File: src/rtl/u8te_pkg.sv
// Shared types and constants of the UTF-8 weighted token estimator.
package u8te_pkg;

  // Fixed field widths
  localparam int WEIGHT_W   = 10;
  localparam int BUDGET_W   = 22;
  localparam int EST_W      = 22;
  localparam int NBYTES_W   = 3;
  localparam int CFG_IDX_W  = 2;
  localparam int CFG_DATA_W = BUDGET_W;

  localparam logic [EST_W-1:0] EST_MAX = '1;

  // Register indexes of the configuration port
  localparam logic [CFG_IDX_W-1:0] CFG_CJK_WEIGHT   = 2'd0;
  localparam logic [CFG_IDX_W-1:0] CFG_OTHER_WEIGHT = 2'd1;
  localparam logic [CFG_IDX_W-1:0] CFG_TOKEN_BUDGET = 2'd2;

  localparam logic [WEIGHT_W-1:0] CJK_WEIGHT_RST   = 10'd256;
  localparam logic [WEIGHT_W-1:0] OTHER_WEIGHT_RST = 10'd64;
  localparam logic [BUDGET_W-1:0] TOKEN_BUDGET_RST = '0;

  // Depth of the queue between decoder and accumulator, a power of two
  localparam int FIFO_DEPTH = 4;

  typedef enum logic [1:0] {
    UNIT_NONE,
    UNIT_CJK,
    UNIT_OTHER,
    UNIT_QUARTER
  } unit_kind_e;

  // One queued work item for the accumulator
  typedef struct packed {
    unit_kind_e          kind;
    logic [NBYTES_W-1:0] nbytes;
    logic                byte_inc;
    logic                last;
  } entry_t;

  typedef struct packed {
    logic [WEIGHT_W-1:0] cjk_weight;
    logic [WEIGHT_W-1:0] other_weight;
    logic [BUDGET_W-1:0] token_budget;
  } cfg_t;

endpackage

File: src/rtl/u8te_front.sv
// Byte decoder: lead-byte UTF-8 decode, CJK classification and end-of-text fixup.
module u8te_front (
  input  logic             clk_i,
  input  logic             rst_ni,
  input  logic             in_valid_i,
  input  logic [7:0]       text_byte_i,
  input  logic             is_last_i,
  output logic             in_stall_o,
  output logic             push_valid_o,
  output u8te_pkg::entry_t push_entry_o,
  input  logic             fifo_full_i
);
  import u8te_pkg::*;

  localparam int CP_W    = 21;
  localparam int TAIL_N  = 3;
  localparam int CJK_N   = 9;

  localparam logic [NBYTES_W-1:0] LEN_BAD = 3'd0;
  localparam logic [NBYTES_W-1:0] LEN1    = 3'd1;
  localparam logic [NBYTES_W-1:0] LEN2    = 3'd2;
  localparam logic [NBYTES_W-1:0] LEN3    = 3'd3;
  localparam logic [NBYTES_W-1:0] LEN4    = 3'd4;

  localparam logic [7:0] LEAD2_MASK = 8'hE0;
  localparam logic [7:0] LEAD2_CODE = 8'hC0;
  localparam logic [7:0] LEAD3_MASK = 8'hF0;
  localparam logic [7:0] LEAD3_CODE = 8'hE0;
  localparam logic [7:0] LEAD4_MASK = 8'hF8;
  localparam logic [7:0] LEAD4_CODE = 8'hF0;

  localparam logic [CP_W-1:0] CJK_LO [CJK_N] = '{
    21'h02E80, 21'h03000, 21'h03040, 21'h03400, 21'h04E00,
    21'h0AC00, 21'h0F900, 21'h0FF00, 21'h20000
  };
  localparam logic [CP_W-1:0] CJK_HI [CJK_N] = '{
    21'h02FDF, 21'h0303F, 21'h030FF, 21'h04DBF, 21'h09FFF,
    21'h0D7AF, 21'h0FAFF, 21'h0FFEF, 21'h2A6DF
  };

  function automatic logic [NBYTES_W-1:0] lead_len(input logic [7:0] b);
    logic [NBYTES_W-1:0] len;
    priority if (b[7] == 1'b0)                   len = LEN1;
    else if ((b & LEAD2_MASK) == LEAD2_CODE)     len = LEN2;
    else if ((b & LEAD3_MASK) == LEAD3_CODE)     len = LEN3;
    else if ((b & LEAD4_MASK) == LEAD4_CODE)     len = LEN4;
    else                                         len = LEN_BAD;
    return len;
  endfunction

  function automatic logic [CP_W-1:0] lead_bits(input logic [7:0] b,
                                                input logic [NBYTES_W-1:0] len);
    logic [CP_W-1:0] c;
    unique case (len)
      LEN2:    c = CP_W'(b & 8'h1F);
      LEN3:    c = CP_W'(b & 8'h0F);
      LEN4:    c = CP_W'(b & 8'h07);
      default: c = CP_W'(b);
    endcase
    return c;
  endfunction

  function automatic logic in_cjk(input logic [CP_W-1:0] c);
    logic hit;
    hit = 1'b0;
    for (int i = 0; i < CJK_N; i++) begin
      if (c >= CJK_LO[i] && c <= CJK_HI[i]) hit = 1'b1;
    end
    return hit;
  endfunction

  // A byte standing alone at the end of a text: ASCII is a code point, else a fragment
  function automatic unit_kind_e single_kind(input logic [7:0] b);
    return (lead_len(b) == LEN1) ? UNIT_OTHER : UNIT_QUARTER;
  endfunction

  logic [1:0]          pend_cnt_q, pend_cnt_d;
  logic [NBYTES_W-1:0] seq_len_q, seq_len_d;
  logic [CP_W-1:0]     cp_q, cp_d;
  logic [7:0]          pend1_q, pend1_d;
  logic [7:0]          pend2_q, pend2_d;
  logic [1:0]          tail_left_q;
  entry_t              tail_q [TAIL_N];

  logic [NBYTES_W-1:0] len;
  logic [CP_W-1:0]     cp_next;
  logic                seq_done;
  entry_t              main_entry;
  entry_t              tail_plan [TAIL_N];
  entry_t              tail_out;
  logic [1:0]          tail_cnt;
  logic                has_tail;
  logic                accept;
  logic                tail_emit;

  assign in_stall_o = (tail_left_q != 2'd0) || fifo_full_i;
  assign accept     = in_valid_i && !in_stall_o;
  assign tail_emit  = (tail_left_q != 2'd0) && !fifo_full_i;

  always_comb begin
    len        = lead_len(text_byte_i);
    cp_next    = {cp_q[CP_W-7:0], text_byte_i[5:0]};
    seq_done   = ({1'b0, pend_cnt_q} + 3'd1) >= seq_len_q;
    main_entry = '{kind: UNIT_NONE, nbytes: LEN1, byte_inc: 1'b1, last: 1'b0};
    pend_cnt_d = pend_cnt_q;
    seq_len_d  = seq_len_q;
    cp_d       = cp_q;
    pend1_d    = pend1_q;
    pend2_d    = pend2_q;

    if (pend_cnt_q == 2'd0) begin
      unique case (len)
        LEN_BAD: main_entry.kind = UNIT_QUARTER;
        LEN1:    main_entry.kind = UNIT_OTHER;
        default: begin
          seq_len_d  = len;
          cp_d       = lead_bits(text_byte_i, len);
          pend_cnt_d = 2'd1;
        end
      endcase
    end else if (seq_done) begin
      main_entry.kind   = in_cjk(cp_next) ? UNIT_CJK : UNIT_OTHER;
      main_entry.nbytes = seq_len_q;
      pend_cnt_d        = 2'd0;
      seq_len_d         = '0;
      cp_d              = '0;
    end else begin
      if (pend_cnt_q == 2'd1) begin
        pend1_d = text_byte_i;
      end else begin
        pend2_d = text_byte_i;
      end
      pend_cnt_d = pend_cnt_q + 2'd1;
      cp_d       = cp_next;
    end

    // Text cut inside a sequence: lead byte counts a quarter, held bytes are rescanned
    for (int i = 0; i < TAIL_N; i++) begin
      tail_plan[i] = '{kind: UNIT_QUARTER, nbytes: LEN1, byte_inc: 1'b0, last: 1'b0};
    end
    tail_cnt = 2'd1;
    unique case (pend_cnt_d)
      2'd2: begin
        tail_plan[1].kind = single_kind(pend1_d);
        tail_cnt          = 2'd2;
      end
      2'd3: begin
        if (lead_len(pend1_d) == LEN2) begin
          tail_plan[1].kind   = UNIT_OTHER;
          tail_plan[1].nbytes = LEN2;
          tail_cnt            = 2'd2;
        end else begin
          tail_plan[1].kind = single_kind(pend1_d);
          tail_plan[2].kind = single_kind(pend2_d);
          tail_cnt          = 2'd3;
        end
      end
      default: ;
    endcase
    has_tail        = pend_cnt_d != 2'd0;
    main_entry.last = is_last_i && !has_tail;

    tail_out      = tail_q[0];
    tail_out.last = tail_left_q == 2'd1;
  end

  assign push_valid_o = accept || tail_emit;
  assign push_entry_o = accept ? main_entry : tail_out;

  always_ff @(posedge clk_i or negedge rst_ni) begin
    if (!rst_ni) begin
      pend_cnt_q  <= 2'd0;
      seq_len_q   <= '0;
      cp_q        <= '0;
      tail_left_q <= 2'd0;
    end else if (accept) begin
      if (is_last_i) begin
        pend_cnt_q  <= 2'd0;
        seq_len_q   <= '0;
        cp_q        <= '0;
        tail_left_q <= has_tail ? tail_cnt : 2'd0;
      end else begin
        pend_cnt_q <= pend_cnt_d;
        seq_len_q  <= seq_len_d;
        cp_q       <= cp_d;
      end
    end else if (tail_emit) begin
      tail_left_q <= tail_left_q - 2'd1;
    end
  end

  always_ff @(posedge clk_i) begin
    if (accept) begin
      pend1_q <= pend1_d;
      pend2_q <= pend2_d;
      if (is_last_i && has_tail) begin
        for (int i = 0; i < TAIL_N; i++) begin
          tail_q[i] <= tail_plan[i];
        end
      end
    end else if (tail_emit) begin
      // advance the fixup list
      for (int i = 0; i < TAIL_N - 1; i++) begin
        tail_q[i] <= tail_q[i+1];
      end
    end
  end

endmodule

File: src/rtl/u8te_fifo.sv
// Short queue of decoded work items between the decoder and the accumulator.
module u8te_fifo (
  input  logic             clk_i,
  input  logic             rst_ni,
  input  logic             push_i,
  input  u8te_pkg::entry_t push_entry_i,
  output logic             full_o,
  input  logic             pop_i,
  output u8te_pkg::entry_t pop_entry_o,
  output logic             valid_o
);
  import u8te_pkg::*;

  localparam int PTR_W = $clog2(FIFO_DEPTH);

  logic [PTR_W-1:0] wr_ptr_q;
  logic [PTR_W-1:0] rd_ptr_q;
  logic [PTR_W:0]   count_q;
  entry_t           mem_q [FIFO_DEPTH];

  assign full_o      = count_q == (PTR_W+1)'(FIFO_DEPTH);
  assign valid_o     = count_q != '0;
  assign pop_entry_o = mem_q[rd_ptr_q];

  always_ff @(posedge clk_i or negedge rst_ni) begin
    if (!rst_ni) begin
      wr_ptr_q <= '0;
      rd_ptr_q <= '0;
      count_q  <= '0;
    end else begin
      if (push_i) wr_ptr_q <= wr_ptr_q + 1'b1;
      if (pop_i)  rd_ptr_q <= rd_ptr_q + 1'b1;
      unique case ({push_i, pop_i})
        2'b10:   count_q <= count_q + 1'b1;
        2'b01:   count_q <= count_q - 1'b1;
        default: count_q <= count_q;
      endcase
    end
  end

  always_ff @(posedge clk_i) begin
    if (push_i) mem_q[wr_ptr_q] <= push_entry_i;
  end

endmodule

File: src/rtl/u8te_back.sv
// Accumulator: weighted sum, byte counts, budget cut and the result register.
module u8te_back #(
  parameter  int MAX_TEXT_BYTES       = 1048576,
  parameter  int WEIGHT_FRACTION_BITS = 8,
  localparam int CNT_W                = $clog2(MAX_TEXT_BYTES + 1)
) (
  input  logic                       clk_i,
  input  logic                       rst_ni,
  input  u8te_pkg::cfg_t             cfg_i,
  input  logic                       entry_valid_i,
  input  u8te_pkg::entry_t           entry_i,
  output logic                       pop_o,
  output logic                       out_valid_o,
  input  logic                       out_stall_i,
  output logic [u8te_pkg::EST_W-1:0] token_estimate_o,
  output logic [CNT_W-1:0]           total_bytes_o,
  output logic [CNT_W-1:0]           kept_bytes_o,
  output logic                       was_truncated_o
);
  import u8te_pkg::*;

  localparam int SUM_W = EST_W + WEIGHT_FRACTION_BITS;
  localparam int INC_W = (WEIGHT_FRACTION_BITS - 1 > WEIGHT_W) ?
                         WEIGHT_FRACTION_BITS - 1 : WEIGHT_W;
  localparam logic [INC_W-1:0] QUARTER_INC = INC_W'(1) << (WEIGHT_FRACTION_BITS - 2);
  localparam logic [SUM_W-1:0] HALF_INC    = SUM_W'(1) << (WEIGHT_FRACTION_BITS - 1);
  localparam logic [SUM_W-1:0] SUM_MAX     = '1;
  localparam logic [CNT_W-1:0] MAX_CNT     = CNT_W'(MAX_TEXT_BYTES);

  logic [SUM_W-1:0] sum_q, sum_b, sum_d;
  logic [CNT_W-1:0] total_q, total_b, total_d;
  logic [CNT_W-1:0] cut_q, cut_b, cut_d;
  logic             hit_q, hit_b, hit_d;
  logic             fin_q, fin_d;
  logic             out_valid_q;

  logic             out_free;
  logic             fin_clear;
  logic             pop;
  logic [INC_W-1:0] inc;
  logic             has_unit;
  logic [SUM_W:0]   sum_plus;
  logic [SUM_W-1:0] limit;
  logic [CNT_W:0]   cut_plus;
  logic [SUM_W:0]   est_full;
  logic [EST_W:0]   est_top;
  logic [EST_W-1:0] est;
  logic             trunc;

  assign out_free  = !out_valid_q || !out_stall_i;
  // Result leaves the accumulator this cycle; the next text starts from zero
  assign fin_clear = fin_q && out_free;
  assign pop       = entry_valid_i && (!fin_q || out_free);
  assign pop_o     = pop;

  assign sum_b   = fin_clear ? '0   : sum_q;
  assign total_b = fin_clear ? '0   : total_q;
  assign cut_b   = fin_clear ? '0   : cut_q;
  assign hit_b   = fin_clear ? 1'b0 : hit_q;

  always_comb begin
    unique case (entry_i.kind)
      UNIT_CJK:     inc = INC_W'(cfg_i.cjk_weight);
      UNIT_OTHER:   inc = INC_W'(cfg_i.other_weight);
      UNIT_QUARTER: inc = QUARTER_INC;
      default:      inc = '0;
    endcase
    has_unit = entry_i.kind != UNIT_NONE;
    sum_plus = {1'b0, sum_b} + (SUM_W+1)'(inc);
    limit    = {cfg_i.token_budget, {WEIGHT_FRACTION_BITS{1'b0}}};
    cut_plus = {1'b0, cut_b} + (CNT_W+1)'(entry_i.nbytes);

    sum_d   = sum_b;
    total_d = total_b;
    cut_d   = cut_b;
    hit_d   = hit_b;
    if (pop) begin
      if (entry_i.byte_inc && total_b < MAX_CNT) total_d = total_b + CNT_W'(1);
      if (has_unit) begin
        if (!hit_b) begin
          if (sum_plus > {1'b0, limit}) begin
            hit_d = 1'b1;
          end else begin
            cut_d = (cut_plus > {1'b0, MAX_CNT}) ? MAX_CNT : cut_plus[CNT_W-1:0];
          end
        end
        sum_d = sum_plus[SUM_W] ? SUM_MAX : sum_plus[SUM_W-1:0];
      end
    end
    fin_d = pop ? entry_i.last : (fin_q && !fin_clear);

    // Round half up and saturate
    est_full = {1'b0, sum_q} + (SUM_W+1)'(HALF_INC);
    est_top  = est_full[SUM_W:WEIGHT_FRACTION_BITS];
    est      = est_top[EST_W] ? EST_MAX : est_top[EST_W-1:0];
    trunc    = (cfg_i.token_budget != '0) && hit_q;
  end

  always_ff @(posedge clk_i or negedge rst_ni) begin
    if (!rst_ni) begin
      sum_q       <= '0;
      total_q     <= '0;
      cut_q       <= '0;
      hit_q       <= 1'b0;
      fin_q       <= 1'b0;
      out_valid_q <= 1'b0;
    end else begin
      sum_q       <= sum_d;
      total_q     <= total_d;
      cut_q       <= cut_d;
      hit_q       <= hit_d;
      fin_q       <= fin_d;
      out_valid_q <= fin_clear || (out_valid_q && out_stall_i);
    end
  end

  always_ff @(posedge clk_i) begin
    if (fin_clear) begin
      token_estimate_o <= est;
      total_bytes_o    <= total_q;
      kept_bytes_o     <= trunc ? cut_q : total_q;
      was_truncated_o  <= trunc;
    end
  end

  assign out_valid_o = out_valid_q;

endmodule

File: src/rtl/utf8_weighted_token_estimator.sv
// Top level of the UTF-8 weighted token estimator.
// Takes one text byte per cycle on a valid/stall channel and reports, on the
// byte marked last, the rounded token estimate, the byte count and the prefix
// length that fits the token budget. Bytes are decoded by lead byte only; a
// queue of four work items separates the decoder from the accumulator, so
// either side can stall without stopping the other. Sustained rate is one
// byte per cycle while in_stall_o stays low. A text that ends inside a
// multibyte sequence holds the input while the decoder queues the fixup
// items for the held bytes, and longer while the queue is full. The result
// passes through the queue and the accumulator into an output register and
// waits there while out_stall_i is high. The user must write the
// configuration registers only while no text is in flight; the block
// itself does not enforce it.
module utf8_weighted_token_estimator #(
  parameter  int MAX_TEXT_BYTES       = 1048576,
  parameter  int WEIGHT_FRACTION_BITS = 8,
  localparam int CNT_W                = $clog2(MAX_TEXT_BYTES + 1)
) (
  input  logic                            clk_i,
  input  logic                            rst_ni,
  input  logic                            in_valid_i,
  output logic                            in_stall_o,
  input  logic [7:0]                      text_byte_i,
  input  logic                            is_last_i,
  output logic                            out_valid_o,
  input  logic                            out_stall_i,
  output logic [u8te_pkg::EST_W-1:0]      token_estimate_o,
  output logic [CNT_W-1:0]                total_bytes_o,
  output logic [CNT_W-1:0]                kept_bytes_o,
  output logic                            was_truncated_o,
  input  logic                            cfg_valid_i,
  output logic                            cfg_ready_o,
  input  logic [u8te_pkg::CFG_IDX_W-1:0]  cfg_index_i,
  input  logic [u8te_pkg::CFG_DATA_W-1:0] cfg_data_i
);
  import u8te_pkg::*;

  cfg_t   cfg_q;
  logic   push_valid;
  entry_t push_entry;
  logic   fifo_full;
  logic   fifo_valid;
  entry_t fifo_entry;
  logic   pop;

  assign cfg_ready_o = 1'b1;

  always_ff @(posedge clk_i or negedge rst_ni) begin
    if (!rst_ni) begin
      cfg_q.cjk_weight   <= CJK_WEIGHT_RST;
      cfg_q.other_weight <= OTHER_WEIGHT_RST;
      cfg_q.token_budget <= TOKEN_BUDGET_RST;
    end else if (cfg_valid_i && cfg_ready_o) begin
      unique case (cfg_index_i)
        CFG_CJK_WEIGHT:   cfg_q.cjk_weight   <= cfg_data_i[WEIGHT_W-1:0];
        CFG_OTHER_WEIGHT: cfg_q.other_weight <= cfg_data_i[WEIGHT_W-1:0];
        CFG_TOKEN_BUDGET: cfg_q.token_budget <= cfg_data_i[BUDGET_W-1:0];
        default: ;
      endcase
    end
  end

  u8te_front u_front (
    .clk_i        (clk_i),
    .rst_ni       (rst_ni),
    .in_valid_i   (in_valid_i),
    .text_byte_i  (text_byte_i),
    .is_last_i    (is_last_i),
    .in_stall_o   (in_stall_o),
    .push_valid_o (push_valid),
    .push_entry_o (push_entry),
    .fifo_full_i  (fifo_full)
  );

  u8te_fifo u_fifo (
    .clk_i        (clk_i),
    .rst_ni       (rst_ni),
    .push_i       (push_valid),
    .push_entry_i (push_entry),
    .full_o       (fifo_full),
    .pop_i        (pop),
    .pop_entry_o  (fifo_entry),
    .valid_o      (fifo_valid)
  );

  u8te_back #(
    .MAX_TEXT_BYTES       (MAX_TEXT_BYTES),
    .WEIGHT_FRACTION_BITS (WEIGHT_FRACTION_BITS)
  ) u_back (
    .clk_i            (clk_i),
    .rst_ni           (rst_ni),
    .cfg_i            (cfg_q),
    .entry_valid_i    (fifo_valid),
    .entry_i          (fifo_entry),
    .pop_o            (pop),
    .out_valid_o      (out_valid_o),
    .out_stall_i      (out_stall_i),
    .token_estimate_o (token_estimate_o),
    .total_bytes_o    (total_bytes_o),
    .kept_bytes_o     (kept_bytes_o),
    .was_truncated_o  (was_truncated_o)
  );

endmodule

File: config.mk
export PLATFORM = sky130hd
export DESIGN_NAME = utf8_weighted_token_estimator
export DESIGN_NICKNAME = d
export VERILOG_FILES = /design/src/rtl/u8te_pkg.sv /design/src/rtl/u8te_front.sv /design/src/rtl/u8te_fifo.sv /design/src/rtl/u8te_back.sv /design/src/rtl/utf8_weighted_token_estimator.sv
export SDC_FILE = /design/constraint.sdc
export NUM_CORES = 1
export LEC_CHECK = 0
export BUFFER_PORTS_ARGS = -buffer_cell sky130_fd_sc_hd__buf_2
export CORE_AREA = 2 2 203 205
export DETAILED_ROUTE_END_ITERATION = 8
export DIE_AREA = 0 0 205 207
export SYNTH_ARGS = -nofsm -noshare
export SYNTH_HDL_FRONTEND = slang
export SYNTH_HIERARCHICAL = 1
export SYNTH_SLANG_ARGS = --single-unit
File: constraint.sdc
create_clock -name clk_i -period 17.2 [get_ports clk_i]
set_input_delay 3.44 -clock clk_i [delete_from_list [all_inputs] [get_ports clk_i]]
set_output_delay 3.44 -clock clk_i [all_outputs]
set_load 0.005 [all_outputs]
==> results.json <==
{
  "outcome": "completed",
  "timing_worst_setup_path_type": "in2reg",
  "switching_share": 0.3892,
  "viasPerCell": 5.281,
  "synth_area_leaders": "dfrtp_1 (26%), edfxtp_1 (22%), nand2_1 (5.4%)",
  "irDropWorstVdd_uv": 82.91,
  "cp_max_fo": 39,
  "leakagePower_nw": 6.695,
  "io_pins": 106,
  "nFillCells": 4015,
  "rsz0062_at_grt": "false",
  "port_buffers": 104,
  "grt_pass1_vias": 9983,
  "synth_nets": 1424,
  "die_height_um": 207,
  "r2r_start": "u_fifo/rd_ptr_q[0]",
  "slew_viol_final": 0,
  "end_kind": "register",
  "dp_hpwl_um": 24410,
  "pwr-share-comb": 0.403,
  "dp_worst_setup_slack_ns": 7.615,
  "fin_util": 0.3897,
  "drive_above_1_share": 0.1780,
  "min_period_ns": 9.089,
  "detail_route.drc_violations": 0,
  "diodes": 0,
  "dp_cells": 1906,
  "gp_congestion": 0.9061,
  "clockBufferDepth": 3,
  "clock_skew_ns": 0.03169,
  "start_util": 0.3446,
  "gr-usage-met3": 0.02360,
  "worstPathRequired_ns": 17.68,
  "htreeDepth": 1,
  "grt_antenna_before_repair": 2,
  "multiInputGateArea_um2": 6586,
  "vias": 10350,
  "drt_iter0_markers": 650,
  "overflow": 0,
  "ys.warnings.count": 6,
  "cp-startpoint": "out_stall_i",
  "synth_flop_cell": "dfrtp_1",
  "seqCellArea_um2": 6779,
  "drv_cap": 0,
  "grt_max_degree": 80,
  "setup_ws_ns": 8.111,
  "ant_nets": 0,
  "synth_commonest_cells": "nand2_1 (200), dfrtp_1 (144), edfxtp_1 (104)",
  "clkTransAtPathRegs_ns": 0.06,
  "synth-async-reset-ratio": 0.5840,
  "use_met1": 0.2334,
  "syn_avg_cell_area_um2": 10.44,
  "drt_wl_total_um": 34200,
  "holdWs_ns": 0.4687,
  "instances_no_fill": 1959,
  "nets": 1496,
  "relSlewSlack": 0.3675,
  "grt_usage": 0.1612,
  "synth.largest_area_cell": "dfrtp_1",
  "cp.arrival_ns": 9.57,
  "p_clk_frac": 0.229,
  "cts_resized": 0,
  "detail_route.wl_per_cell_um": 17.46,
  "min_delay_path_depth": 1,
  "fin_area_um2": 15730,
  "firstDrtPassIters": 5,
  "hold_class": "reg2reg",
  "clockRootBuffer": "clkbuf_16",
  "grt_pass1_wl_um": 55250,
  "area_growth_pct": 13.10,
  "netlist.area_leader.share": 0.2590,
  "use_met2": 0.2500,
  "placed_area_um2": 14820,
  "postCtsHoldBufs": 0,
  "postSynthCellCount": 1333,
  "tightest_slew_ns": 0.9446,
  "numCtsBuffers": 29,
  "die_area_um2": 42440,
  "syn_area_um2": 13910,
  "die_w_um": 205,
  "internal_power_mw": 1.573,
  "hold_viol_final": 0,
  "cts_tree": "done",
  "fin_crit_sh": 0.5284,
  "p_switching_mw": 1.002,
  "worstHoldStart": "u_back/fin_q",
  "r2r_cells": 23,
  "yosysMostFrequentCell": "nand2_1",
  "clock_sinks": 250,
  "finalPower_mw": 2.575,
  "ys_types": 101,
  "rows": 74,
  "synth_edf_count": 104,
  "fmax_mhz": 110.0,
  "grt_busiest_layer": "met2",
  "ys_ff_latch": 250,
  "seq_area_frac_synth": 0.4873,
  "clk_latency_ns": 0.57,
  "power_density_nw_per_um2": 163.7,
  "critPathLaunchType": "input port",
  "pwr-share-seq": 0.368,
  "setup-tns-final_ns": 0,
  "core-area_um2": 40370,
  "cts_setup_buffers": 0,
  "setup_violations": 0
}
[cell families (layout without fill, tap and decap cells)]
logic type      after synthesis  after routing  synth area share
fa+ha+maj                    53             53           0.04929
xor+xnor                     75             75           0.04722
buf+inv                     122            216           0.03976
simple gates                522            522            0.1831
compound gates              241            241            0.1242
flops                       250            250            0.4873
mux                          69             69           0.06881
other cells                   1              1         0.0002696
[state kept, by name, summed over array words and instances (netlist names), 3 cells and up]
name	cells
u_front/seq_len_q	3
u_back/token_estimate_o	22
u_back/cut_q	21
u_back/kept_bytes_o	21
u_fifo/count_q	3
u_front/pend1_q	3
u_front/cp_q	15
u_fifo/mem_q	28
u_back/total_bytes_o	21
cfg_q	42
u_back/sum_q	30
u_back/total_q	21
u_front/tail_q	7
[cell type report]
| type | instances | share of cell area |
|---|---|---|
| clock buffer | 37 | 0.04994 |
| clock inverter | 16 | 0.008351 |
| inverter | 50 | 0.01209 |
| multi-input combinational | 961 | 0.4186 |
| sequential | 250 | 0.4309 |
| tap | 532 | 0.04231 |
| timing repair buffer | 113 | 0.03778 |
[critical path, cell delays in order]
cell and delay (ns):
buf_2 0.10, a21bo_2 0.12, buf_4 0.39, and2_1 0.27, ha_1 0.26, a211oi_1 0.29
o21ai_0 0.18, a31o_2 0.29, a21o_1 0.20, a21oi_1 0.40, nor3_1 0.21, nand2_1 0.12
xor2_1 0.15, nor2_1 0.06, ha_1 0.30, nand3_1 0.11, nor4_1 0.37, nand3_1 0.12
or3_1 0.33, or4_4 0.43, a21oi_2 0.40, nand2_1 0.36, or4_1 0.48, a21oi_1 0.15
[layout by cell type (no fill, tap or decap), types with 31 or more instances in the layout]
cell      instances
buf_2           103
o21ai_0          61
a21oi_1          38
xnor2_1          40
inv_1            48
mux2_4           31
nand3_1          45
xor2_1           35
dfrtp_1         144
ha_1             50
nand2_1         200
edfxtp_1        104
and2_1           31
nor2_1           99
[metal layers]
metal | routed length (um) | vias up
li1 | - | 4947
met2 | 15470 | 307
met1 | 16030 | 5044
met3 | 1853 | 44
met4 | 832 | 4
met5 | 21 | -
[power by group through the flow]
stage,Sequential [mW],Combinational (mW),Clock (mW)
floorplan,0.905,0.785,0
global placement,0.957,1.02,0
detailed placement,0.961,1.03,0
CTS,0.950,1.04,0.608
global route,0.969,1.15,0.633
finish,0.947,1.04,0.590
[worst paths after layout]
check                                     end  slack, ns
max reg2reg                  u_back/cut_q[10]       9.64
max in group asynchronous  u_fifo/wr_ptr_q[1]      12.86
min                        u_back/out_valid_o       0.47
min in group asynchronous    u_back/sum_q[20]       2.91
min reg2reg                u_back/out_valid_o       0.47
max                          u_back/cut_q[10]       8.11
No activity file was read; power rests on OpenSTA's default activity.
